**config.mk**
```make
export PLATFORM = sky130hd
export DESIGN_NAME = salc_ctrl
export DESIGN_NICKNAME = d
export VERILOG_FILES = /design/src/hw/rtl/assert_macros.svh /design/src/hw/rtl/salc_pkg.sv /design/src/hw/rtl/salc_ctrl.sv
export SDC_FILE = /design/constraint.sdc
export NUM_CORES = 1
export LEC_CHECK = 0
export ABC_AREA = 1
export BUFFER_PORTS_ARGS = -buffer_cell sky130_fd_sc_hd__clkbuf_2
export CORE_AREA = 2 2 39 41
export DETAILED_ROUTE_END_ITERATION = 12
export DIE_AREA = 0 0 41 43
export PLACE_DENSITY_LB_ADDON = 0.12
export SLEW_MARGIN = 20
export SYNTH_ARGS = -nofsm -noshare
export SYNTH_HDL_FRONTEND = slang
export SYNTH_SLANG_ARGS = --single-unit
```
**constraint.sdc**
```tcl
create_clock -name clk -period 3.16 [get_ports clk]
set_input_delay 0.158 -clock clk [delete_from_list [all_inputs] [get_ports clk]]
set_output_delay 0.158 -clock clk [all_outputs]
set_load 0.03 [all_outputs]
```
**src/hw/rtl/assert_macros.svh**
```systemverilog
// Assertion macros shared by the RTL.
// Depends on nothing; included by modules that carry checks.
`ifndef ASSERT_MACROS_SVH
`define ASSERT_MACROS_SVH
`ifndef SYNTHESIS
`define ASSERT_IMPLIES(label, clk, rst_n, lhs, rhs) \
    label: assert property (@(posedge clk) disable iff (!rst_n) (lhs) |-> (rhs)) \
        else $error("assertion failed");
`define ASSERT_NEXT(label, clk, rst_n, lhs, rhs) \
    label: assert property (@(posedge clk) disable iff (!rst_n) (lhs) |=> (rhs)) \
        else $error("assertion failed");
`else
`define ASSERT_IMPLIES(label, clk, rst_n, lhs, rhs)
`define ASSERT_NEXT(label, clk, rst_n, lhs, rhs)
`endif
`endif

```
**src/hw/rtl/salc_pkg.sv**
```systemverilog
// Shared types and codes of the set-associative LRU cache lookup unit.
// No dependencies.
`default_nettype none
package salc_pkg;
    localparam int ADDR_W = 32;

    localparam logic [1:0] EV_HIT  = 2'd0;
    localparam logic [1:0] EV_MISS = 2'd1;
    localparam logic [1:0] EV_WB   = 2'd2;

    localparam logic [1:0] TN_NONE  = 2'd0;
    localparam logic [1:0] TN_READ  = 2'd1;
    localparam logic [1:0] TN_WRITE = 2'd2;

    localparam logic CMD_LOAD  = 1'b0;
    localparam logic CMD_STORE = 1'b1;

    localparam logic [2:0] CFG_OFFSET_BITS    = 3'd0;
    localparam logic [2:0] CFG_SET_BITS       = 3'd1;
    localparam logic [2:0] CFG_WAYS_IN_USE    = 3'd2;
    localparam logic [2:0] CFG_WB_MODE        = 3'd3;
    localparam logic [2:0] CFG_WRITE_ALLOCATE = 3'd4;

    typedef struct packed {
        logic [1:0]        event_res;
        logic [ADDR_W-1:0] address;
        logic [1:0]        to_next;
        logic              last;
    } res_t;

    typedef struct packed {
        logic [4:0] offset_bits;
        logic [2:0] set_bits;
        logic [3:0] ways_in_use;
        logic       wb_mode;
        logic       write_allocate;
    } cfg_t;

    typedef struct packed {
        logic load;
        logic read;
        logic eval;
        logic advance;
    } ctrl_cmd_t;

    typedef struct packed {
        logic last_res;
    } ctrl_sts_t;
endpackage
`default_nettype wire

```
**src/hw/rtl/salc_ctrl.sv**
```systemverilog
// Sequencer of the lookup unit: accept, set read, evaluate, emit results.
// Depends on salc_pkg.
`default_nettype none
module salc_ctrl import salc_pkg::*;
(
    input  wire logic      clk,
    input  wire logic      rst_n,
    input  wire logic      in_valid,
    output logic           in_ready,
    output logic           out_valid,
    input  wire logic      out_ready,
    input  wire ctrl_sts_t sts,
    output ctrl_cmd_t      cmd
);
    localparam logic [1:0] ST_IDLE = 2'd0;
    localparam logic [1:0] ST_READ = 2'd1;
    localparam logic [1:0] ST_EVAL = 2'd2;
    localparam logic [1:0] ST_EMIT = 2'd3;

    logic [1:0] state_reg;
    logic [1:0] state_next;

    assign in_ready    = (state_reg == ST_IDLE);
    assign out_valid   = (state_reg == ST_EMIT);
    assign cmd.load    = in_valid && in_ready;
    assign cmd.read    = (state_reg == ST_READ);
    assign cmd.eval    = (state_reg == ST_EVAL);
    assign cmd.advance = out_valid && out_ready;

    always_comb
    begin
        state_next = state_reg;
        case (state_reg)
            ST_IDLE: if (in_valid) state_next = ST_READ;
            ST_READ: state_next = ST_EVAL;
            ST_EVAL: state_next = ST_EMIT;
            ST_EMIT: if (out_ready && sts.last_res) state_next = ST_IDLE;
            default: state_next = ST_IDLE;
        endcase
    end

    always_ff @(posedge clk or negedge rst_n)
    begin
        if (!rst_n)
            state_reg <= ST_IDLE;
        else
            state_reg <= state_next;
    end
endmodule
`default_nettype wire

```
# Word-level counts from Yosys, hierarchy flattened
# Index checks and enable logic that the tools add are counted.
[totals]
regBits = 2
word_cells = 14
inputBits = 5
output_inout_bits = 6
[classes]
n_mux = 3
n_eq_ne = 5
n_reduce_logical = 5
[op_table]
columns = ["cell", "n"]
rows = [
  ["one-hot mux 2 bit (4 select lines)", 1],
  ["equality test 2 bit (second input constant)", 2],
  ["2-to-1 mux 2 bit", 2],
  ["logical AND 1 bit", 3],
  ["equality test 2 x 1 -> 1 bit (second input constant)", 1],
  ["zero test 2 bit", 1],
  ["inequality test 2 x 1 -> 1 bit (second input constant)", 1],
  ["inequality test 2 bit (second input constant)", 1],
  ["AND reduction 2 bit", 1],
]

# Depth between registers and ports, before layout
[logic_depth]
ltp_word = 3
ltp_mapped = 6
ltp_nobuf = 6

# Least setup slack after synthesis
# No wires, ideal clock.
[synth_timing]
kind = "flip-flop to output port"
from = "register state_reg[0]"
to = "output cmd[3] (netlist name)"
slack_ns = 1.856
arrival_ns = 1.146
path_buffers = 0
t_required_ns = 3.002
stages_incl_launch_ff = 5
cell_sequence = "dfrtp_1 inv_1 ha_1 nand2_1 inv_1"
[synth_rtl]
columns = ["element", "line", "source"]
rows = [
  ["start: declaration", "salc_ctrl.sv:20", "logic [1:0] state_reg;"],
  ["start signal: assignment", "salc_ctrl.sv:47", "state_reg <= state_next;"],
  ["end: declaration", "salc_ctrl.sv:13", "output ctrl_cmd_t cmd"],
]

==> summary.log <==
INFO  floorplan      initial_standard_cell_utilization_of_the_core=0.134
INFO  worst_setup_path worstPathArrival=1250ps
INFO  clock_network  clock_latency=220ps
INFO  floorplan      rows=14
INFO  timing         fmax=709MHz
INFO  job            maxCapViolations=0
INFO  floorplan      fp.dieArea=1760um^2
INFO  drt            first_pass_iters=4
INFO  worst_setup_path critical_path_class=register to output port
INFO  layout         largest_register_ffs=2
INFO  grt            grt_max_degree=5
INFO  clock_network  cts_sinks=2
INFO  yosys          netlist_top_cells_area=dfrtp_1, ha_1, nand2_1
INFO  drt            initialDrtViolationCount=1
INFO  yosys          synth_cell_types=6
INFO  timing         final.setup_skew=4.34ps
INFO  clock_network  tritoncts_clock_tree=yes
INFO  floorplan      coreArea=1380um^2
INFO  worst_setup_path critical_path_peak_fanout=4
INFO  yosys          synthesized_flop_and_latch_total=2
INFO  layout         fraction_of_final_layout_cells_sized_beyond_drive_strength_1=0.400
INFO  hold_path      worst_hold_path_type=input pin to asynchronous set/reset pin
INFO  worst_setup_path delay_contributed_by_the_slowest_stage_of_the_critical_path=400ps
INFO  place          dpl_cell_area=255um^2
INFO  drt            vias_per_cell=3.41
INFO  worst_setup_path crit_path_start=state_reg[0]$_DFFE_PN0P_
INFO  layout         final_net_count=51
INFO  power          power_per_cell_area=1110nW/um^2
INFO  power          power=0.000319W
INFO  floorplan      die_h=43um
INFO  clock_network  cts-resized-gates=0
INFO  yosys          synth.avg_cell_area=7.12um^2
INFO  timing         setup_viol=0
INFO  power          cellLeakagePower=0.190nW
INFO  worst_setup_path critPathBufInv=3
INFO  yosys          syn_inst=26
INFO  grt            grt_antenna_before_repair=0
INFO  worst_setup_path critical_path_rt=3000ps
INFO  drt            drcViolationCount=0
INFO  timing         fin_tns_setup=0ps
INFO  yosys          yosysSeqAreaShare=0.270
INFO  timing         maxSlewHeadroom=0.885
INFO  power          worst_ir_drop_vdd=0.332mV
INFO  yosys          mappedNetlistNets=35
INFO  yosys          yosysTopAreaCell=dfrtp_1
INFO  layout         syn2layout_area_growth=55.4%
INFO  floorplan      die-width=41um
INFO  floorplan      ios=11
INFO  timing         finalWorstPathRequiredPeriod=1410ps
INFO  clock_network  cts-buffers-inserted=3
INFO  grt            number_of_global_route_vias_before_repair=151
INFO  timing         final-max-slew-violation-count=0
INFO  clock_network  ctsHoldBuffers=1
INFO  worst_setup_path crit_path_top_delay_cell=dfrtp_1
INFO  clock_network  cts.htree.levels=1
INFO  grt            global_route_wire_length_before_repair=517um
INFO  yosys          synth_top_area_share=0.270
INFO  yosys          ys.warnings.count=0
INFO  timing         timing_worst_slew_pin_value=173ps
INFO  outcome        outcome=finished, final reports clean
INFO  worst_setup_path timing.critical_path.cells=inv_1 -> ha_1 -> nand2_1 -> inv_1 -> clkbuf_2
INFO  timing         unrepaired_setup_endpoints_after_global_routing=no
INFO  layout         final_design_instance_area_without_fill=288um^2
INFO  worst_setup_path critical_path.top_delay_family=flip-flops
INFO  worst_setup_path critical_path.reg2reg.startpoint=state_reg[0]$_DFFE_PN0P_
INFO  clock_network  clk_pin_slew=30ps
INFO  clock_network  cts.path.max_buffers=2
INFO  place          i_o_buffers=10
INFO  grt            global_route.overflow_total=0
INFO  drt            wire_per_inst=6.64um
INFO  layout         ant_diodes=0
INFO  drt            routed-via-count=191
INFO  drt            ant_nets=0
INFO  worst_setup_path critical_path_startpoint_category=register
INFO  clock_network  root_buffer=clkbuf_4
INFO  worst_setup_path critical_path.endpoint_type=output port
INFO  grt            globalRouteTotalUtil=0.0452
INFO  drt            total_detailed_routing_wirelength=372um
INFO  timing         min_period_over_period=0.446
INFO  timing         hold_viol_final=0
INFO  worst_setup_path worst_path_most_repeated_cell=inv_1
INFO  yosys          mappedNetlistArea=185um^2
INFO  place          gp_congestion=0.622
INFO  clock_network  post-cts-setup-buffer-count=0
INFO  place          post-dp-hpwl=319um
-- cell families (layout without fill, tap and decap cells) --
logic type	after synthesis	count (layout)	share of synthesized area
flops	2	2	0.270
simple gates	13	13	0.318
buf+inv	7	21	0.142
fa+ha+maj	4	4	0.270
-- Yosys cell counts --
cell / instances
nand2_2: 3
dfrtp_1: 2
ha_1: 4
nand2_1: 8
inv_1: 7
nand3_1: 2
-- cell usage in the layout (no fill, tap or decap) --
| cell | netlist | final |
|---|---|---|
| nand3_1 | 2 | 2 |
| clkbuf_4 | 0 | 3 |
| nand2_1 | 8 | 8 |
| nand2_2 | 3 | 3 |
| dlygate4sd3_1 | 0 | 1 |
| dfrtp_1 | 2 | 2 |
| clkbuf_2 | 0 | 10 |
| inv_1 | 7 | 7 |
| ha_1 | 4 | 4 |
-- final cells by class --
class	instances	area [um^2]
Clock buffer	3	22.5
Timing Repair Buffer	11	60.1
Inverter	7	26.3
Tap cell	16	20.0
Sequential cell	2	50.0
Fill cell	164	1100
Multi-Input combinational cell	17	109
-- worst paths after layout --
path / cells past startpoint / slack, ps / end
max: 5 / 1750 / cmd[3]
min: 2 / 250 / state_reg[0]$_DFFE_PN0P_
max reg2reg: 6 / 2070 / state_reg[1]$_DFFE_PN0P_
min reg2reg: 2 / 530 / state_reg[1]$_DFFE_PN0P_
max in group asynchronous: 2 / 2800 / state_reg[1]$_DFFE_PN0P_
min in group clk: 5 / 300 / state_reg[1]$_DFFE_PN0P_
-- worst register-to-register path, cell delays in order (launching register included) --
cell and delay (ps):
dfrtp_1 390, inv_1 80, ha_1 250, nand2_2 110, nand2_2 60, nand2_1 50, nand2_1 50
-- power breakdown --
part / switching [W] / internal, W / leakage, nW / total, W
Clock: 0.0000139 / 0.0000418 / 0.0138 / 0.0000557
Sequential: 0.0000143 / 0.0000404 / 0.0240 / 0.0000547
Combinational: 0.000141 / 0.0000668 / 0.152 / 0.000208
Total: 0.000170 / 0.000149 / 0.190 / 0.000319
-- per-stage QoR --
stage                     cells  setup slack, ps  hold slack (ps)   util
after floorplan              26             1860             -138      -
after global routing         56             1680              274  0.208
after detailed placement     52             1980            -54.2  0.184
after CTS                    56             1730              238  0.208
final                        56             1750              253  0.208
after global placement       52             2000            -57.5  0.184
-- metal layers --
metal  up-vias  part of all wire  global-route usage  routed length, um
met1        84              0.39              0.0322                144
met5         -                 0                   0                  0
li1        102                 -                   -                  -
met3         0             0.081              0.0157                 30
met4         0                 0              0.0400                  0
met2         5              0.53              0.0813                197
No activity file was read; power rests on OpenSTA's default activity.
